<file path="config.mk">
export PLATFORM = sky130hd
export DESIGN_NAME = crs_isqrt
export DESIGN_NICKNAME = d
export VERILOG_FILES = /design/src/rtl/crs_pkg.sv /design/src/rtl/crs_isqrt.sv
export SDC_FILE = /design/constraint.sdc
export NUM_CORES = 2
export LEC_CHECK = 0
export BUFFER_PORTS_ARGS = -buffer_cell sky130_fd_sc_hd__buf_2
export CAP_MARGIN = 5
export CORE_MARGIN = 1.5
export CORE_UTILIZATION = 64
export CTS_CLUSTER_DIAMETER = 30
export DETAILED_ROUTE_END_ITERATION = 7
export PLACE_DENSITY = 0.8
export RECOVER_POWER = 25
export SLEW_MARGIN = 20
export SYNTH_ARGS = -nofsm -noshare
export SYNTH_HDL_FRONTEND = slang
export SYNTH_SLANG_ARGS = --single-unit
</file>
<file path="constraint.sdc">
create_clock -name clk -period 4.65 [get_ports clk]
set_input_delay 0.2325 -clock clk [delete_from_list [all_inputs] [get_ports clk]]
set_output_delay 0.2325 -clock clk [all_outputs]
set_load 0.01 [all_outputs]
</file>
<file path="src/rtl/crs_pkg.sv">
// ============================================================================
// crs_pkg: shared types and constants of the Catmull-Rom spline evaluator
// Field widths, pipeline depths, function codes and status codes.
// ============================================================================
package crs_pkg;

    localparam int MAX_POINTS = 64;
    localparam int PT_AW      = $clog2(MAX_POINTS);
    localparam int CNT_W      = PT_AW + 1;
    localparam int CNT_MIN    = 4;
    localparam int FRAC_BITS  = 16;
    localparam int PARAM_W    = PT_AW + FRAC_BITS;
    localparam int COORD_W    = 32;

    localparam int FRAC_HALF  = 1 << (FRAC_BITS - 1);
    localparam int UU_W       = FRAC_BITS + 1;
    localparam int W_W        = FRAC_BITS + 6;
    localparam int PROD_W     = COORD_W + W_W;
    localparam int SUM_W      = PROD_W + 2;
    localparam int MSB_W      = $clog2(SUM_W);

    // Gradient normalization and unit scaling.
    localparam int MAG_W      = 30;
    localparam int SQ_W       = 2 * MAG_W + 2;
    localparam int ROOT_W     = MAG_W + 1;
    localparam int UNIT_SH    = 16;
    localparam int Q_W        = UNIT_SH + 1;
    localparam int NUM_W      = MAG_W + UNIT_SH + 1;

    localparam int FRONT_STAGES = 12;
    localparam int SQRT_STAGES  = ROOT_W;
    localparam int DIV_STAGES   = Q_W;
    localparam int PIPE_DEPTH   = FRONT_STAGES + SQRT_STAGES + DIV_STAGES;

    // Configuration port.
    localparam int CFG_AW = 1;
    localparam int CFG_DW = CNT_W;
    localparam logic [CFG_AW-1:0] REG_LOOPED = 1'b0;
    localparam logic [CFG_AW-1:0] REG_COUNT  = 1'b1;

    typedef enum logic [1:0] {
        FUNC_LOAD = 2'd0,
        FUNC_POS  = 2'd1,
        FUNC_GRAD = 2'd2,
        FUNC_NONE = 2'd3
    } func_e;

    localparam logic [1:0] ST_OK    = 2'd0;
    localparam logic [1:0] ST_RANGE = 2'd1;
    localparam logic [1:0] ST_ZERO  = 2'd2;
    localparam logic [1:0] ST_SAT   = 2'd3;

    typedef logic signed [COORD_W-1:0] coord_t;

    // Control and early result that travel beside the datapath.
    typedef struct packed {
        logic                    valid;
        logic                    pos;
        logic                    grad;
        logic                    zero;
        logic [1:0]              status;
        logic [2:0]              neg;
        logic [2:0][COORD_W-1:0] res;
    } meta_t;

endpackage

</file>
<file path="src/rtl/crs_isqrt.sv">
// ============================================================================
// crs_isqrt: pipelined integer square root
// Floor square root, one result bit per register stage.
// ============================================================================
module crs_isqrt import crs_pkg::*; (
    input  logic              clk,
    input  logic              en,
    input  logic [SQ_W-1:0]   sq,
    output logic [ROOT_W-1:0] root
);

    logic [SQ_W-1:0] v_reg [SQRT_STAGES];
    logic [SQ_W:0]   r_reg [SQRT_STAGES];

    for (genvar k = 0; k < SQRT_STAGES; k++) begin : g_st
        localparam logic [SQ_W:0] BIT = (SQ_W+1)'(1) << (2 * (SQRT_STAGES - 1 - k));
        logic [SQ_W-1:0] v_cur;
        logic [SQ_W:0]   r_cur;
        logic [SQ_W:0]   trial;
        logic [SQ_W-1:0] v_next;
        logic [SQ_W:0]   r_next;

        if (k == 0) begin : g_first
            assign v_cur = sq;
            assign r_cur = '0;
        end
        else begin : g_rest
            assign v_cur = v_reg[k-1];
            assign r_cur = r_reg[k-1];
        end

        always_comb
        begin
            trial = r_cur + BIT;
            if ({1'b0, v_cur} >= trial)
            begin
                v_next = v_cur - trial[SQ_W-1:0];
                r_next = (r_cur >> 1) + BIT;
            end
            else
            begin
                v_next = v_cur;
                r_next = r_cur >> 1;
            end
        end

        always_ff @(posedge clk)
        begin
            if (en)
            begin
                v_reg[k] <= v_next;
                r_reg[k] <= r_next;
            end
        end
    end

    assign root = r_reg[SQRT_STAGES-1][ROOT_W-1:0];

endmodule

</file>
==> results.toml <==
[outcome]
status = "complete, but fails checks"
violations = "DRC, capacitance limit, slew limit"

[placement]
hpwlAfterDp_um = 217000
place_congestion = 0.969
numPortBuffers = 94

[sta]
worst_slew_pin_slew_ns = 4.25
finalClockSkew_ns = 0.167
finalHoldViolCount = 0
slew_headroom_pct = -183
fin_setup_tns_ns = 0
rsz0062_at_grt = "no"
worst_hold_slack_ns = 0.145
fmax_ghz = 0.224
setup_viol = 0
fin_crit_sh_pct = 96.0
finalCriticalPeriod_ns = 4.46
final_max_slew_viol_count = 96

[setup_path]
crit_chain = "inv_1, ha_1, nand3_1, or3_1, or3_1, nor4_1, a2111oi_0, or3b_1, nor3b_1, nand2_1, xnor2_1"
critical-path-top-delay-family = "simple AND/OR/NAND/NOR gates"
arrival_ns = 5.21
critPathLaunchType = "register"
cp_slowest_cell = "nor3b_1"
required_ns = 5.39
crit_type = "reg2reg"
critPathMaxStageDelay_ns = 0.85
crit_top_cell = "or3_1"
worst-path-buf-inv = 1
critPathMaxFanout = 6
worstSetupEndpointType = "register"

[finish]
drive_gt1_share_pct = 10.4
most-common-layout-cells = "2356 x edfxtp_1, 654 x inv_1, 591 x nand2_1"
area_growth_pct = 17.1
final_core_util_pct = 75.3
fillers = 10400
nNetsFinal = 10100
largest_reg_flops = 1860
final_common_cell = "edfxtp_1"
multiInputGateArea_um2 = 39300
seqCellArea_um2 = 70700

[global_route]
grt_overflow = 0
grt_util_all_layers_pct = 36.9
antenna_found_initial = 22
grt_max_degree = 164
grt_pass1_vias = 78900
grt_pass1_wl_um = 493000

[detailed_routing]
wire_per_inst_um = 27.5
drtPass1Iterations = 8
viasPerCell = 6.60
drt-total-wl_um = 337000
antenna_left = 0
drc = 7
vias = 80900
dr.first_iter.drc_count = 10800

[worst_hold_path]
hold_class = "in2reg"

[die]
coreArea_um2 = 176000
start_util_pct = 64.3
rows = 154
die-area_um2 = 179000
ios = 95
die_h_um = 423
die_w_um = 423

[clocking]
cts-root-buf = "clkbuf_16"
cts_buffer_depth = 4
path_clk_slew_ns = 0.06
h-tree-depth = 5
cts.sinks = 2356
cts_tree = "built"
clk-insertion-delay-late_ns = 1.13
cts_buffers = 431

[synthesis]
synth_ff_type = "edfxtp_1"
async_reset_ff_share_pct = 0
synth_seq_cells = 2356
synthAdderAreaFrac_pct = 5.81
synth_edf_count = 2356
synth_nets = 9584
ys_warn_count = 0
syn_avg_cell_area_um2 = 12.6
synth-simple-area-share_pct = 12.3
syn_area_um2 = 113000
synth.area.mux_share_pct = 0.911
yosysUniqueCellTypes = 96
synth_top_family_by_area = "simple AND/OR/NAND/NOR gates"
syn-instance-count = 8995
post_synth_xor_area_fraction_pct = 6.33
synth-compound-area-share_pct = 9.34
yosysSeqAreaShare_pct = 62.6

[power_and_ir_drop]
p_leak_nw = 50.2
intPower_mw = 52.3
p_sw_mw = 22.8
sw_frac_of_total_pct = 30.4
power_density_nw_per_um2 = 567
power.share.sequential_pct = 39.6
ir_drop_mv = 0.522
clkPwrFrac_pct = 42.4
comb_power_share_pct = 17.9

[job]
max-cap-violations = 2
-- timing repair --
item,CTS,global route
gates resized for setup,0,3
endpoints found under the setup margin,0,10
buffers inserted,0,2
hold buffers,121,0
hold endpoints to repair,131,0
-- logic make-up after synthesis --
group	Yosys count
AND/OR/NAND/NOR	2664
flip-flops	2356
AO/OA/AOI/OAI	1707
buffers and inverters	833
XOR/XNOR	817
adder cells (fa/ha/maj)	525
multiplexers	93
-- Yosys cell counts, types with 45 or more instances --
| library cell | instances | area, µm² |
|---|---|---|
| edfxtp_1 | 2356 | 70700 |
| inv_1 | 654 | 2450 |
| nand2_1 | 591 | 2220 |
| nor2_1 | 570 | 2140 |
| a21oi_1 | 548 | 2740 |
| ha_1 | 525 | 6570 |
| xnor2_1 | 442 | 3870 |
| o21ai_0 | 434 | 2170 |
| xor2_1 | 375 | 3280 |
| nor4_1 | 314 | 1960 |
| nor3_1 | 235 | 1180 |
| a21o_1 | 201 | 1510 |
| nand3_1 | 158 | 791 |
| nand4_1 | 143 | 895 |
| clkbuf_1 | 138 | 518 |
| nand2b_1 | 111 | 694 |
| or3_1 | 94 | 588 |
| or4_1 | 87 | 653 |
| mux2_2 | 79 | 890 |
| o21a_1 | 78 | 586 |
| nor2b_1 | 64 | 400 |
| o21bai_1 | 60 | 450 |
| a31oi_1 | 55 | 344 |
| and3_1 | 53 | 332 |
| nor4b_1 | 46 | 403 |
| a211oi_1 | 45 | 338 |
-- area by class of cell --
type	instances	share of cell area, %
antenna	15	0.0284
clock buffer	464	8.27
clock inverter	320	2.69
inverter	658	1.87
multi-input combinational	5806	29.7
sequential	2356	53.4
tap	2340	2.21
timing repair buffer	301	1.83
-- routing by layer --
metal,GRT usage [%],routed length [µm],part of all wire [%],vias up
met2,59.4,157000,47,5734
met4,26.0,28900,8.6,18
met3,8.75,34700,10,1688
met1,43.8,116000,35,38400
li1,-,-,-,35100
met5,0,95,0.028,-
-- power groups by stage --
stage | Clock, mW | Sequential [mW] | Combinational [mW]
6_report | 31.9 | 29.8 | 13.5
5_1_grt | 32.9 | 29.9 | 14.5
4_1_cts | 31.5 | 29.5 | 13.0
3_5_place_dp | 0 | 29.8 | 12.7
3_3_place_gp | 0 | 29.8 | 12.4
2_1_floorplan | 0 | 28.4 | 9.27
-- path summary, 6_finish.rpt --
check                     start             to  slack, ns  cells past startpoint
hold / removal           sq[32]   v_reg[0][32]       0.14                      2
hold reg to reg   v_reg[0][160]  v_reg[0][222]       0.36                      0
setup reg to reg  r_reg[1][290]  v_reg[1][364]       0.19                     11
setup / recovery  r_reg[1][290]  v_reg[1][364]       0.19                     11
-- through the flow --
| step | worst slack, ns | total power, mW | instance area [µm²] | instances |
|---|---|---|---|---|
| after floorplan | 1.16 | 37.7 | 113000 | 8995 |
| after global placement | 0.233 | 42.2 | 117000 | 11300 |
| after detailed placement | 0.123 | 42.5 | 117000 | 11300 |
| after CTS | 0.0467 | 74.0 | 132000 | 12200 |
| after global routing | 0.0818 | 77.3 | 132000 | 12200 |
| final | 0.188 | 75.1 | 132000 | 12300 |
(Power assumes the default switching activity.)
